**src/rtl/core/bht_pkg.sv**
```systemverilog
// Shared types and constants for the bounding box hit test table.
`default_nettype none

package bht_pkg;

   // Default table size and coordinate width
   localparam int MAX_BOXES  = 16;
   localparam int COORD_BITS = 11;

   // Widths of the transaction fields
   localparam int POINT_W = 11;
   localparam int INDEX_W = 4;
   localparam int COUNT_W = 5;

   // Request opcodes
   typedef enum logic [1:0] {
      OP_CLICK = 2'd0,
      OP_START = 2'd1,
      OP_END   = 2'd2,
      OP_HIDE  = 2'd3
   } opcode_type;

   // Response status codes
   typedef enum logic [1:0] {
      STAT_OK     = 2'd0,
      STAT_FULL   = 2'd1,
      STAT_NO_SEL = 2'd2,
      STAT_EMPTY  = 2'd3
   } status_type;

   typedef struct packed {
      logic [1:0]         opcode;
      logic [POINT_W-1:0] point_x;
      logic [POINT_W-1:0] point_y;
   } req_type;

   typedef struct packed {
      logic               hit_found;
      logic [INDEX_W-1:0] hit_index;
      logic [COUNT_W-1:0] box_count;
      logic [1:0]         status;
   } rsp_type;

   // Probe token control that walks the cell row
   typedef struct packed {
      logic active;
      logic found;
   } probe_ctrl_type;

endpackage

`default_nettype wire

```
**src/rtl/core/bht_cell.sv**
```systemverilog
// One table entry: stored box, visible flag and one stage of the probe row.
`default_nettype none

module bht_cell #(
   parameter int CW    = bht_pkg::COORD_BITS,
   parameter int IW    = 4,
   parameter int INDEX = 0
) (
   input  wire logic                    clock,
   input  wire logic                    reset,
   // entry writes
   input  wire logic                    commit_en,
   input  wire logic [4*CW-1:0]         commit_box,
   input  wire logic                    hide_en,
   // probe from the previous cell
   input  wire bht_pkg::probe_ctrl_type probe_in,
   input  wire logic [CW-1:0]           x_in,
   input  wire logic [CW-1:0]           y_in,
   input  wire logic [IW-1:0]           idx_in,
   // probe to the next cell
   output      bht_pkg::probe_ctrl_type probe_out,
   output      logic [CW-1:0]           x_out,
   output      logic [CW-1:0]           y_out,
   output      logic [IW-1:0]           idx_out
);

   localparam logic [IW-1:0] MyIdx = IW'(INDEX);

   logic [4*CW-1:0]         box_ff;
   logic                    visible_ff, visible_in;
   bht_pkg::probe_ctrl_type probe_ff, probe_fwd_in;
   logic [CW-1:0]           x_ff, y_ff;
   logic [IW-1:0]           idx_ff, idx_fwd_in;
   logic [CW-1:0]           xmin, xmax, ymin, ymax;
   logic                    hit;

   // box layout: xmin, xmax, ymin, ymax from the top
   assign xmin = box_ff[4*CW-1:3*CW];
   assign xmax = box_ff[3*CW-1:2*CW];
   assign ymin = box_ff[2*CW-1:CW];
   assign ymax = box_ff[CW-1:0];

   // inclusive hit, only for the first visible match along the row
   assign hit = probe_in.active && !probe_in.found && visible_ff &&
                (x_in >= xmin) && (x_in <= xmax) &&
                (y_in >= ymin) && (y_in <= ymax);

   always_comb begin
      probe_fwd_in.active = probe_in.active;
      probe_fwd_in.found  = probe_in.found || hit;
      idx_fwd_in          = hit ? MyIdx : idx_in;
   end

   // visibility: commit sets, hide clears
   always_comb begin
      visible_in = visible_ff;
      if (commit_en) begin
         visible_in = 1'b1;
      end else if (hide_en) begin
         visible_in = 1'b0;
      end
   end

   always_ff @(posedge clock) begin
      if (reset) begin
         visible_ff <= 1'b0;
         probe_ff   <= '0;
      end else begin
         visible_ff <= visible_in;
         probe_ff   <= probe_fwd_in;
      end
   end

   // payload: stored box and probe data
   always_ff @(posedge clock) begin
      if (commit_en) begin
         box_ff <= commit_box;
      end
      x_ff   <= x_in;
      y_ff   <= y_in;
      idx_ff <= idx_fwd_in;
   end

   assign probe_out = probe_ff;
   assign x_out     = x_ff;
   assign y_out     = y_ff;
   assign idx_out   = idx_ff;

endmodule

`default_nettype wire

```
**src/rtl/core/box_hit_test_table.sv**
```systemverilog
// Top level of the bounding box hit test table.
//
//   channel  direction  handshake               payload
//   req      in         req_valid / req_ready   bht_pkg::req_type
//   rsp      out        rsp_valid / rsp_ready   bht_pkg::rsp_type
//
// A click walks the row of entry cells, one cell per cycle, and its result
// is registered once the probe leaves the last cell.
// Start, end and hide transactions have their result registered in the cycle after accept.
// One request is in flight at a time; a new one is taken once no click scan is running and
// the result register is empty or being drained in the same cycle.
// Synchronous active-high reset clears all control state; no clearing pass.
`default_nettype none

module box_hit_test_table #(
   parameter int MAX_BOXES  = bht_pkg::MAX_BOXES,
   parameter int COORD_BITS = bht_pkg::COORD_BITS
) (
   input  wire logic             clock,
   input  wire logic             reset,
   input  wire logic             req_valid,
   output      logic             req_ready,
   input  wire bht_pkg::req_type req_data,
   output      logic             rsp_valid,
   input  wire logic             rsp_ready,
   output      bht_pkg::rsp_type rsp_data
);

   localparam int IW    = $clog2(MAX_BOXES);
   localparam int CNT_W = $clog2(MAX_BOXES + 1);
   localparam int CW    = COORD_BITS;
   localparam int EXT_W = (COORD_BITS > bht_pkg::POINT_W) ? COORD_BITS : bht_pkg::POINT_W;

   typedef enum logic [1:0] {
      ST_IDLE = 2'b01,
      ST_SCAN = 2'b10
   } state_type;

   state_type        state_ff, state_in;
   logic             building_ff, building_in;
   logic             run_has_ff, run_has_in;
   logic [CW-1:0]    run_xmin_ff, run_xmax_ff, run_ymin_ff, run_ymax_ff;
   logic [CW-1:0]    run_xmin_in, run_xmax_in, run_ymin_in, run_ymax_in;
   logic [CNT_W-1:0] total_ff, total_in;
   logic             sel_valid_ff, sel_valid_in;
   logic [IW-1:0]    sel_idx_ff, sel_idx_in;
   logic             rsp_valid_ff, rsp_valid_in;
   bht_pkg::rsp_type rsp_data_ff, rsp_data_in;

   logic             req_fire, is_click, is_start, is_end, is_hide;
   logic             table_full, do_commit, do_hide;
   logic [EXT_W-1:0] x_ext, y_ext;
   logic [CW-1:0]    x_pt, y_pt;
   logic             scan_done;
   bht_pkg::status_type stat;

   // probe row taps: index 0 feeds cell 0, index MAX_BOXES is the tail
   bht_pkg::probe_ctrl_type probe_chain [0:MAX_BOXES];
   logic [CW-1:0]           x_chain     [0:MAX_BOXES];
   logic [CW-1:0]           y_chain     [0:MAX_BOXES];
   logic [IW-1:0]           idx_chain   [0:MAX_BOXES];

   // request decode
   assign req_ready = (state_ff == ST_IDLE) && (!rsp_valid_ff || rsp_ready);
   assign req_fire  = req_valid && req_ready;
   assign is_click  = req_fire && (req_data.opcode == bht_pkg::OP_CLICK);
   assign is_start  = req_fire && (req_data.opcode == bht_pkg::OP_START);
   assign is_end    = req_fire && (req_data.opcode == bht_pkg::OP_END);
   assign is_hide   = req_fire && (req_data.opcode == bht_pkg::OP_HIDE);

   assign x_ext = EXT_W'(req_data.point_x);
   assign y_ext = EXT_W'(req_data.point_y);
   assign x_pt  = x_ext[CW-1:0];
   assign y_pt  = y_ext[CW-1:0];

   assign table_full = (total_ff >= CNT_W'(MAX_BOXES));
   assign do_commit  = is_end && run_has_ff && !table_full;
   assign do_hide    = is_hide && sel_valid_ff;
   assign scan_done  = (state_ff == ST_SCAN) && probe_chain[MAX_BOXES].active;

   // probe launch into the first cell
   always_comb begin
      probe_chain[0].active = is_click;
      probe_chain[0].found  = 1'b0;
      x_chain[0]            = x_pt;
      y_chain[0]            = y_pt;
      idx_chain[0]          = '0;
   end

   // entry cells
   for (genvar i = 0; i < MAX_BOXES; i++) begin : g_cell
      bht_cell #(
         .CW    (CW),
         .IW    (IW),
         .INDEX (i)
      ) u_cell (
         .clock      (clock),
         .reset      (reset),
         .commit_en  (do_commit && (total_ff == CNT_W'(i))),
         .commit_box ({run_xmin_ff, run_xmax_ff, run_ymin_ff, run_ymax_ff}),
         .hide_en    (do_hide && (sel_idx_ff == IW'(i))),
         .probe_in   (probe_chain[i]),
         .x_in       (x_chain[i]),
         .y_in       (y_chain[i]),
         .idx_in     (idx_chain[i]),
         .probe_out  (probe_chain[i+1]),
         .x_out      (x_chain[i+1]),
         .y_out      (y_chain[i+1]),
         .idx_out    (idx_chain[i+1])
      );
   end

   // sequencer
   always_comb begin
      state_in = state_ff;
      unique case (state_ff)
         ST_IDLE: begin
            if (is_click) begin
               state_in = ST_SCAN;
            end
         end
         ST_SCAN: begin
            if (scan_done) begin
               state_in = ST_IDLE;
            end
         end
         default: state_in = ST_IDLE;
      endcase
   end

   // running box and build flag
   always_comb begin
      building_in = building_ff;
      run_has_in  = run_has_ff;
      run_xmin_in = run_xmin_ff;
      run_xmax_in = run_xmax_ff;
      run_ymin_in = run_ymin_ff;
      run_ymax_in = run_ymax_ff;
      if (is_start) begin
         building_in = 1'b1;
      end
      if (is_end) begin
         building_in = 1'b0;
         run_has_in  = 1'b0;
      end
      if (is_click && building_ff) begin
         run_has_in = 1'b1;
         if (!run_has_ff) begin
            run_xmin_in = x_pt;
            run_xmax_in = x_pt;
            run_ymin_in = y_pt;
            run_ymax_in = y_pt;
         end else begin
            if (x_pt < run_xmin_ff) run_xmin_in = x_pt;
            if (x_pt > run_xmax_ff) run_xmax_in = x_pt;
            if (y_pt < run_ymin_ff) run_ymin_in = y_pt;
            if (y_pt > run_ymax_ff) run_ymax_in = y_pt;
         end
      end
   end

   // table count and selection
   always_comb begin
      total_in     = do_commit ? total_ff + CNT_W'(1) : total_ff;
      sel_valid_in = sel_valid_ff;
      sel_idx_in   = sel_idx_ff;
      if (scan_done) begin
         sel_valid_in = probe_chain[MAX_BOXES].found;
         sel_idx_in   = probe_chain[MAX_BOXES].found ? idx_chain[MAX_BOXES] : '0;
      end
   end

   // status for non-click requests
   always_comb begin
      stat = bht_pkg::STAT_OK;
      if (is_end && !run_has_ff) begin
         stat = bht_pkg::STAT_EMPTY;
      end else if (is_end && table_full) begin
         stat = bht_pkg::STAT_FULL;
      end else if (is_hide && !sel_valid_ff) begin
         stat = bht_pkg::STAT_NO_SEL;
      end
   end

   // result register
   always_comb begin
      rsp_valid_in = rsp_valid_ff;
      rsp_data_in  = rsp_data_ff;
      if (rsp_valid_ff && rsp_ready) begin
         rsp_valid_in = 1'b0;
      end
      if (scan_done) begin
         rsp_valid_in          = 1'b1;
         rsp_data_in.hit_found = sel_valid_in;
         rsp_data_in.hit_index = bht_pkg::INDEX_W'(sel_idx_in);
         rsp_data_in.box_count = bht_pkg::COUNT_W'(total_ff);
         rsp_data_in.status    = bht_pkg::STAT_OK;
      end else if (req_fire && !is_click) begin
         rsp_valid_in          = 1'b1;
         rsp_data_in.hit_found = sel_valid_ff;
         rsp_data_in.hit_index = sel_valid_ff ? bht_pkg::INDEX_W'(sel_idx_ff) : '0;
         rsp_data_in.box_count = bht_pkg::COUNT_W'(total_in);
         rsp_data_in.status    = stat;
      end
   end

   always_ff @(posedge clock) begin
      if (reset) begin
         state_ff     <= ST_IDLE;
         building_ff  <= 1'b0;
         run_has_ff   <= 1'b0;
         total_ff     <= '0;
         sel_valid_ff <= 1'b0;
         sel_idx_ff   <= '0;
         rsp_valid_ff <= 1'b0;
      end else begin
         state_ff     <= state_in;
         building_ff  <= building_in;
         run_has_ff   <= run_has_in;
         total_ff     <= total_in;
         sel_valid_ff <= sel_valid_in;
         sel_idx_ff   <= sel_idx_in;
         rsp_valid_ff <= rsp_valid_in;
      end
   end

   // payload registers
   always_ff @(posedge clock) begin
      run_xmin_ff <= run_xmin_in;
      run_xmax_ff <= run_xmax_in;
      run_ymin_ff <= run_ymin_in;
      run_ymax_ff <= run_ymax_in;
      rsp_data_ff <= rsp_data_in;
   end

   assign rsp_valid = rsp_valid_ff;
   assign rsp_data  = rsp_data_ff;

endmodule

`default_nettype wire

```
**config.mk**
```make
export PLATFORM = sky130hd
export DESIGN_NAME = box_hit_test_table
export DESIGN_NICKNAME = d
export VERILOG_FILES = /design/src/rtl/core/bht_pkg.sv /design/src/rtl/core/bht_cell.sv /design/src/rtl/core/box_hit_test_table.sv
export SDC_FILE = /design/constraint.sdc
export NUM_CORES = 2
export LEC_CHECK = 0
export ABC_CLOCK_PERIOD_IN_PS = 6800
export BUFFER_PORTS_ARGS = -buffer_cell sky130_fd_sc_hd__buf_4
export CAP_MARGIN = 10
export CORE_ASPECT_RATIO = 2
export CORE_MARGIN = 10
export CORE_UTILIZATION = 30
export DETAILED_ROUTE_END_ITERATION = 8
export HOLD_SLACK_MARGIN = 0.08
export MAX_ROUTING_LAYER = met4
export PLACE_DENSITY = 0.44
export SLEW_MARGIN = 20
export SYNTH_ARGS = -nofsm -noshare
export SYNTH_HDL_FRONTEND = slang
export SYNTH_SLANG_ARGS = --single-unit
```
**constraint.sdc**
```tcl
create_clock -name clock -period 6.8 [get_ports clock]
set_input_delay 1.36 -clock clock [delete_from_list [all_inputs] [get_ports clock]]
set_output_delay 1.36 -clock clock [all_outputs]
set_load 0.05 [all_outputs]
```
Yosys cells after proc, flatten, opt, wreduce, memory -nomap -nowiden
Cells that the tools add are included.
{"block": "totals", "regBits": 1213, "inputBits": 28, "output_inout_bits": 14}
{"block": "op_classes", "n_addsub": 1, "magnitude_cmp": 69, "n_eq_ne": 41, "muxes": 59, "n_reduce_logical": 207}
{"cell": ">= comparator 11 bit", "count": 32}
{"cell": "<= comparator 11 bit", "count": 32}
{"cell": "logical AND 1 bit", "count": 143}
{"cell": "two-way mux 11 bit", "count": 8}
{"cell": "== test 5 x 4 -> 1 bit (second input constant)", "count": 8}
{"cell": "two-way mux 1 bit", "count": 39}
{"cell": "nonzero test 2 bit", "count": 18}
{"cell": "== test 4 bit (second input constant)", "count": 8}
{"cell": "two-way mux 12 bit", "count": 2}
{"cell": "greater-than comparator 11 bit", "count": 2}
{"cell": "< comparator 11 bit", "count": 2}
{"cell": "== test 5 x 3 -> 1 bit (second input constant)", "count": 4}
{"cell": "logical NOT 1 bit", "count": 20}
{"cell": "== test 4 x 3 -> 1 bit (second input constant)", "count": 4}
{"cell": "logical OR 1 bit", "count": 16}
{"cell": "two-way mux 4 bit", "count": 3}
{"cell": "== test 5 x 2 -> 1 bit (second input constant)", "count": 2}
{"cell": "two-way mux 2 bit", "count": 5}
{"cell": "AND reduction 2 bit", "count": 5}
{"cell": "== test 4 x 2 -> 1 bit (second input constant)", "count": 2}
{"cell": "!= test 2 x 1 -> 1 bit (second input constant)", "count": 4}
{"cell": "== test 2 bit (second input constant)", "count": 3}
{"cell": "adder 5 x 1 -> 5 bit (second input constant)", "count": 1}
{"cell": "== test 5 x 1 -> 1 bit (second input constant)", "count": 1}
{"cell": "11 further kinds", "count": 13}

Depth between registers and ports, before layout
{"block": "logic_depth", "ltp_word": 11, "mapped_depth": 8}

By module
Synthesis repeated with hierarchy kept, for this count alone.
{"block": "unflattened", "cells_unflattened": 4184, "area_unflattened_um2": 53933.0}
{"mod": "bht_cell (g_cell[10].u_cell ...)", "n_inst": 6, "cells_per_inst": 237, "area_each_um2": 3126.7}
{"mod": "bht_cell (g_cell[11].u_cell ...)", "n_inst": 4, "cells_per_inst": 238, "area_each_um2": 3124.2}
{"mod": "bht_cell (g_cell[1].u_cell ...)", "n_inst": 3, "cells_per_inst": 242, "area_each_um2": 3124.2}
{"mod": "box_hit_test_table", "n_inst": 1, "cells_per_inst": 368, "area_each_um2": 3993.8}
{"mod": "bht_cell (g_cell[15].u_cell)", "n_inst": 1, "cells_per_inst": 239, "area_each_um2": 3119.2}
{"mod": "bht_cell (g_cell[0].u_cell)", "n_inst": 1, "cells_per_inst": 241, "area_each_um2": 3104.2}
{"mod": "bht_cell (g_cell[2].u_cell)", "n_inst": 1, "cells_per_inst": 236, "area_each_um2": 3085.5}

Worst setup path before layout
OpenSTA, ideal clock, no wires.
{"block": "synth_timing", "path_kind": "input to register", "from": "input port rsp_ready", "to": "register g_cell[0].u_cell.box_ff[0], enable pin", "arrival_time_ps": 3416, "required_time_ps": 6402, "setup_slack_ps": 2985, "stages": 7, "path_buffers": 1, "cell_sequence": "nand2b_1 -> and4b_4 -> and3_1 -> clkbuf_1 -> nor3b_1 -> nand2_1 -> inv_1"}
{"block": "synth_between", "elab_chain_cells": 7}
{"item": "start, declared", "line": "box_hit_test_table.sv:25", "text": "input wire logic rsp_ready,"}
{"item": "logical OR 1 bit", "line": "box_hit_test_table.sv:64", "text": "assign req_ready = (state_ff == ST_IDLE) && (!rsp_valid_ff || rsp_ready);"}
{"item": "logical AND 1 bit", "line": "box_hit_test_table.sv:64"}
{"item": "logical AND 1 bit", "line": "box_hit_test_table.sv:65", "text": "assign req_fire = req_valid && req_ready;"}
{"item": "logical AND 1 bit", "line": "box_hit_test_table.sv:68", "text": "assign is_end = req_fire && (req_data.opcode == bht_pkg::OP_END);"}
{"item": "logical AND 1 bit (2 in series)", "line": "box_hit_test_table.sv:77", "text": "assign do_commit = is_end && run_has_ff && !table_full;"}
{"item": "logical AND 1 bit", "line": "box_hit_test_table.sv:99", "text": ".commit_en (do_commit && (total_ff == CNT_W'(i))),"}
{"item": "named net g_cell[0].u_cell.commit_en", "line": "bht_cell.sv:12", "text": "input wire logic commit_en,"}
{"item": "end signal, assigned", "line": "bht_cell.sv:77", "text": "box_ff <= commit_box;"}
{"item": "end, declared", "line": "bht_cell.sv:29", "text": "logic [4*CW-1:0] box_ff;"}
The timed path passes the listed nets, and every way through them passes these cells.
A chain may end at the register's enable or synchronous reset.

Worst setup path after layout
{"block": "layout_timing", "from": "register run_has_ff", "to": "register g_cell[1].u_cell.box_ff[15], enable pin"}
{"block": "layout_between", "elab_chain_cells": 3}
{"item": "start, declared", "line": "box_hit_test_table.sv:41", "text": "logic run_has_ff, run_has_in;"}
{"item": "start signal, assigned", "line": "box_hit_test_table.sv:219", "text": "run_has_ff <= run_has_in;"}
{"item": "logical AND 1 bit (2 in series)", "line": "box_hit_test_table.sv:77"}
{"item": "logical AND 1 bit", "line": "box_hit_test_table.sv:99"}
{"item": "named net g_cell[1].u_cell.commit_en", "line": "bht_cell.sv:12"}
{"item": "end signal, assigned", "line": "bht_cell.sv:77"}
{"item": "end, declared", "line": "bht_cell.sv:29"}
The timed path passes the listed nets, and every way through them passes these cells.

==> summary.txt <==
Status
  • Outcome: finished clean

Layout
  • Nets: between 4000 and 5000
  • Layout Utilization: 34.35%
  • Layout area overhead: 13.99%
  • Layout cells sized above 1: 7.413%

Place
  • Post-DP HPWL: a little over 100000 um
  • Global placer's final weighted congestion: approximately 0.8
  • IO buf count: slightly above 40

Setup path
  • Critical path cell sequence: inv_1 -> nor2_1 -> and3_1 -> nor3b_1 -> nand2_1 -> inv_2
  • Crit path max-delay family: simple AND/OR/NAND/NOR gates
  • CP Data Arrival Time: about 4.2 ns
  • WP buf/inv: 2
  • Crit-path slowest cell: inv_2
  • CP max stage delay: 0.78 ns
  • Crit Path Class: reg2reg
  • CP Data Required Time: 7.11 ns
  • Crit path launch type: flip-flop
  • Setup crit end kind: flip-flop
  • Crit Path Max Fanout: 44

Synth
  • Ys async rst share: 0%
  • Syn_nets: roughly 4800
  • Syn Inst Count: about 4000
  • Yosys warning total: 0
  • Mean Syn Cell Area: 12.86 um2
  • Sequential area share after synthesis: about three fifths
  • Flops & latches, synth: around 1200
  • Post-synth EDFFs: 758
  • Netlist cell types: 69
  • Primary FF master, synth: edfxtp_1
  • Mapped Area: slightly above 50000 um2

GRT
  • Vias in the first global route: 31854
  • First-pass GRT wire length: a little under 200000 um
  • All-Layer GR Usage: 14.59%
  • M1 GR Usage: 12.59%
  • GR Overflow Total: 0
  • Antenna violations before repair: 10
  • Largest net degree at the start of global routing: 65
  • GR Util met3: between 1.5 and 2%
  • Met2 Track Usage GR: between 20% and 30%
  • Most Used Layer, Global Route: met2

Floorplan
  • Initial Util: 30.13%
  • Core footprint: roughly 170000 um2
  • Ports: 42
  • Die Height: a little over 600 um
  • Die area: approximately 190000 um2
  • Die width: about 310 um
  • Row count: roughly 220

Power
  • Peak VDD IR: 210.8 uV
  • P_leak: about 25 nW
  • Cell Pwr Density: approximately 250 nW/um2

Worst hold path
  • HP Class: reg2reg

STA
  • Fin. Hold Viols: 0
  • Max-slew violations: 0
  • Fmax: about 260 MHz
  • Period utilization: between 50 and 60%
  • Skew final: between 0.02 and 0.03 ns
  • Final setup viols: 0
  • Slew margin rel.: 25.92%
  • RSZ-0062 raised after global routing: false
  • Tmin final: about 3.8 ns
  • Final setup TNS: 0 ns
  • Worst Max-Slew Pin Slew: ~1.1 ns

CTS
  • H-tree Lvls: 3
  • Post-CTS Setup Inserts: 0
  • TritonCTS clock tree: yes
  • Hold-fix buffers, CTS: 0
  • Sink Count: 1202
  • Clock transition at path regs: ~0.070 ns
  • Clock buffer count from CTS: approximately 110
  • Post-CTS Resized: 0
  • Clock Latency Late Sink: just over 0.7 ns
  • Clock Root Buffer: clkbuf_16
  • Clock tree buffer depth: 3

Route
  • Final antenna-violating net count: 0
  • Initial DRC count: between 1000 and 1500
  • Vias/cell: approximately 4.5
  • Routed WL: approximately 140000 um
  • Drt wl/cell: 20.64 um
  • Vias post-DR: about 30000
  • DRC viols: 0
  • Pre-antenna DRT Iters: 5

Run
  • Max-cap violations: 0
## power breakdown
part,total [mW],switching (mW),internal [mW]
clock network,6.44,2.82,3.62
logic,0.601,0.362,0.239
registers,7.92,0.126,7.79
## through the flow
| step | instances | cell area, um2 | setup slack [ns] | hold WS, ns | total power, mW |
|---|---|---|---|---|---|
| detailed placement | 6355 | 54980 | 2.276 | 0.3371 | 8.704 |
| global route | 6569 | 58750 | 2.700 | 0.3550 | 15.50 |
| floorplan | 4008 | 51550 | 2.985 | 0.3308 | 8.393 |
| finish | 6574 | 58760 | 2.957 | 0.3494 | 14.96 |
| global placement | 6355 | 54970 | 2.241 | 0.3341 | 8.690 |
| CTS | 6568 | 58740 | 2.892 | 0.3504 | 15.19 |
## final timing paths
path	slack [ns]	cells after the start	end	startpoint
hold / removal	0.35	0	g_cell[8].u_cell.x_out[0]$_DFF_P_	g_cell[7].u_cell.x_out[0]$_DFF_P_
setup reg to reg	2.96	6	g_cell[1].u_cell.box_ff[15]$_DFFE_PP_	run_has_ff$_SDFFE_PP0P_
setup / recovery	2.96	6	g_cell[1].u_cell.box_ff[15]$_DFFE_PP_	run_has_ff$_SDFFE_PP0P_
hold reg to reg	0.35	0	g_cell[8].u_cell.x_out[0]$_DFF_P_	g_cell[7].u_cell.x_out[0]$_DFF_P_
## per-layer routing
layer	routed length [um]	vias up
met2	79960	442
met5	0	-
met4	7392	0
met1	44590	14500
met3	3727	229
li1	-	14689
## registers in the layout, summed over array words and instances (netlist names), 2 cells and up
register	cells
g_cell.u_cell.box_ff	704
g_cell.u_cell.idx_out	49
g_cell.u_cell.probe_out	32
g_cell.u_cell.visible_ff	16
g_cell.u_cell.x_out	165
g_cell.u_cell.y_out	165
rsp_data	12
run_xmax_ff	11
run_xmin_ff	11
run_ymax_ff	11
run_ymin_ff	11
sel_idx_ff	4
state_ff	2
total_ff	5
## final cells by class
cell class | instances | area [um2]
Multi-Input combinational cell | 2035 | 17030
Timing Repair Buffer | 81 | 608.1
Clock buffer | 155 | 3216
Tap cell | 2278 | 2850
Clock inverter | 58 | 545.5
Sequential cell | 1202 | 31650
Antenna cell | 6 | 15.01
Inverter | 759 | 2851
Fill cell | 17029 | 112300
## layout by cell type, fill, tap and decap left out, types with 19 or more instances in the layout
master | synthesis | final
clkinv_2 | 0 | 33
ha_1 | 751 | 751
o21ai_0 | 151 | 151
nor2_1 | 98 | 98
edfxtp_1 | 758 | 758
inv_1 | 759 | 744
nand3b_1 | 32 | 32
clkbuf_1 | 10 | 24
clkbuf_16 | 0 | 118
nand2b_1 | 51 | 51
a21o_1 | 73 | 73
dfxtp_1 | 444 | 444
nand2_1 | 82 | 82
or2_2 | 19 | 19
nor3_1 | 26 | 26
a21oi_1 | 237 | 234
nor2b_1 | 47 | 47
nand3_1 | 59 | 59
a211oi_1 | 54 | 54
o21a_1 | 21 | 21
buf_4 | 0 | 81
nand4_1 | 99 | 99
## kinds of logic (layout without fill, tap and decap cells)
| logic type | Yosys count | after routing | synth area share (%) |
|---|---|---|---|
| simple gates | 601 | 601 | 6.442 |
| fa+ha+maj | 751 | 751 | 18.23 |
| buf+inv | 771 | 1053 | 5.616 |
| other cells | 0 | 6 | 0 |
| xor+xnor | 3 | 3 | 0.05098 |
| compound gates | 677 | 677 | 8.206 |
| mux | 3 | 3 | 0.06068 |
| flops | 1202 | 1202 | 61.40 |
## synthesized netlist by cell type, types with 8 or more instances
master	n	share of area [%]
a2111oi_0	13	0.22
a211o_1	11	0.19
a211oi_1	54	0.79
a21o_1	73	1.1
a21oi_1	237	2.3
a31oi_1	16	0.19
and2_1	14	0.17
and3_1	15	0.18
and4_1	11	0.19
clkbuf_1	10	0.073
dfxtp_1	444	17
edfxtp_1	758	44
ha_1	751	18
inv_1	759	5.5
nand2_1	82	0.60
nand2b_1	51	0.62
nand3_1	59	0.57
nand3b_1	32	0.47
nand4_1	99	1.2
nor2_1	98	0.71
nor2b_1	47	0.57
nor3_1	26	0.25
nor4_1	18	0.22
o2111ai_1	14	0.24
o211ai_1	14	0.20
o21a_1	21	0.31
o21ai_0	151	1.5
o31ai_1	10	0.15
or2_2	19	0.23
or3_1	8	0.097
or4_1	8	0.12
No activity file was read; power rests on OpenSTA's default activity.
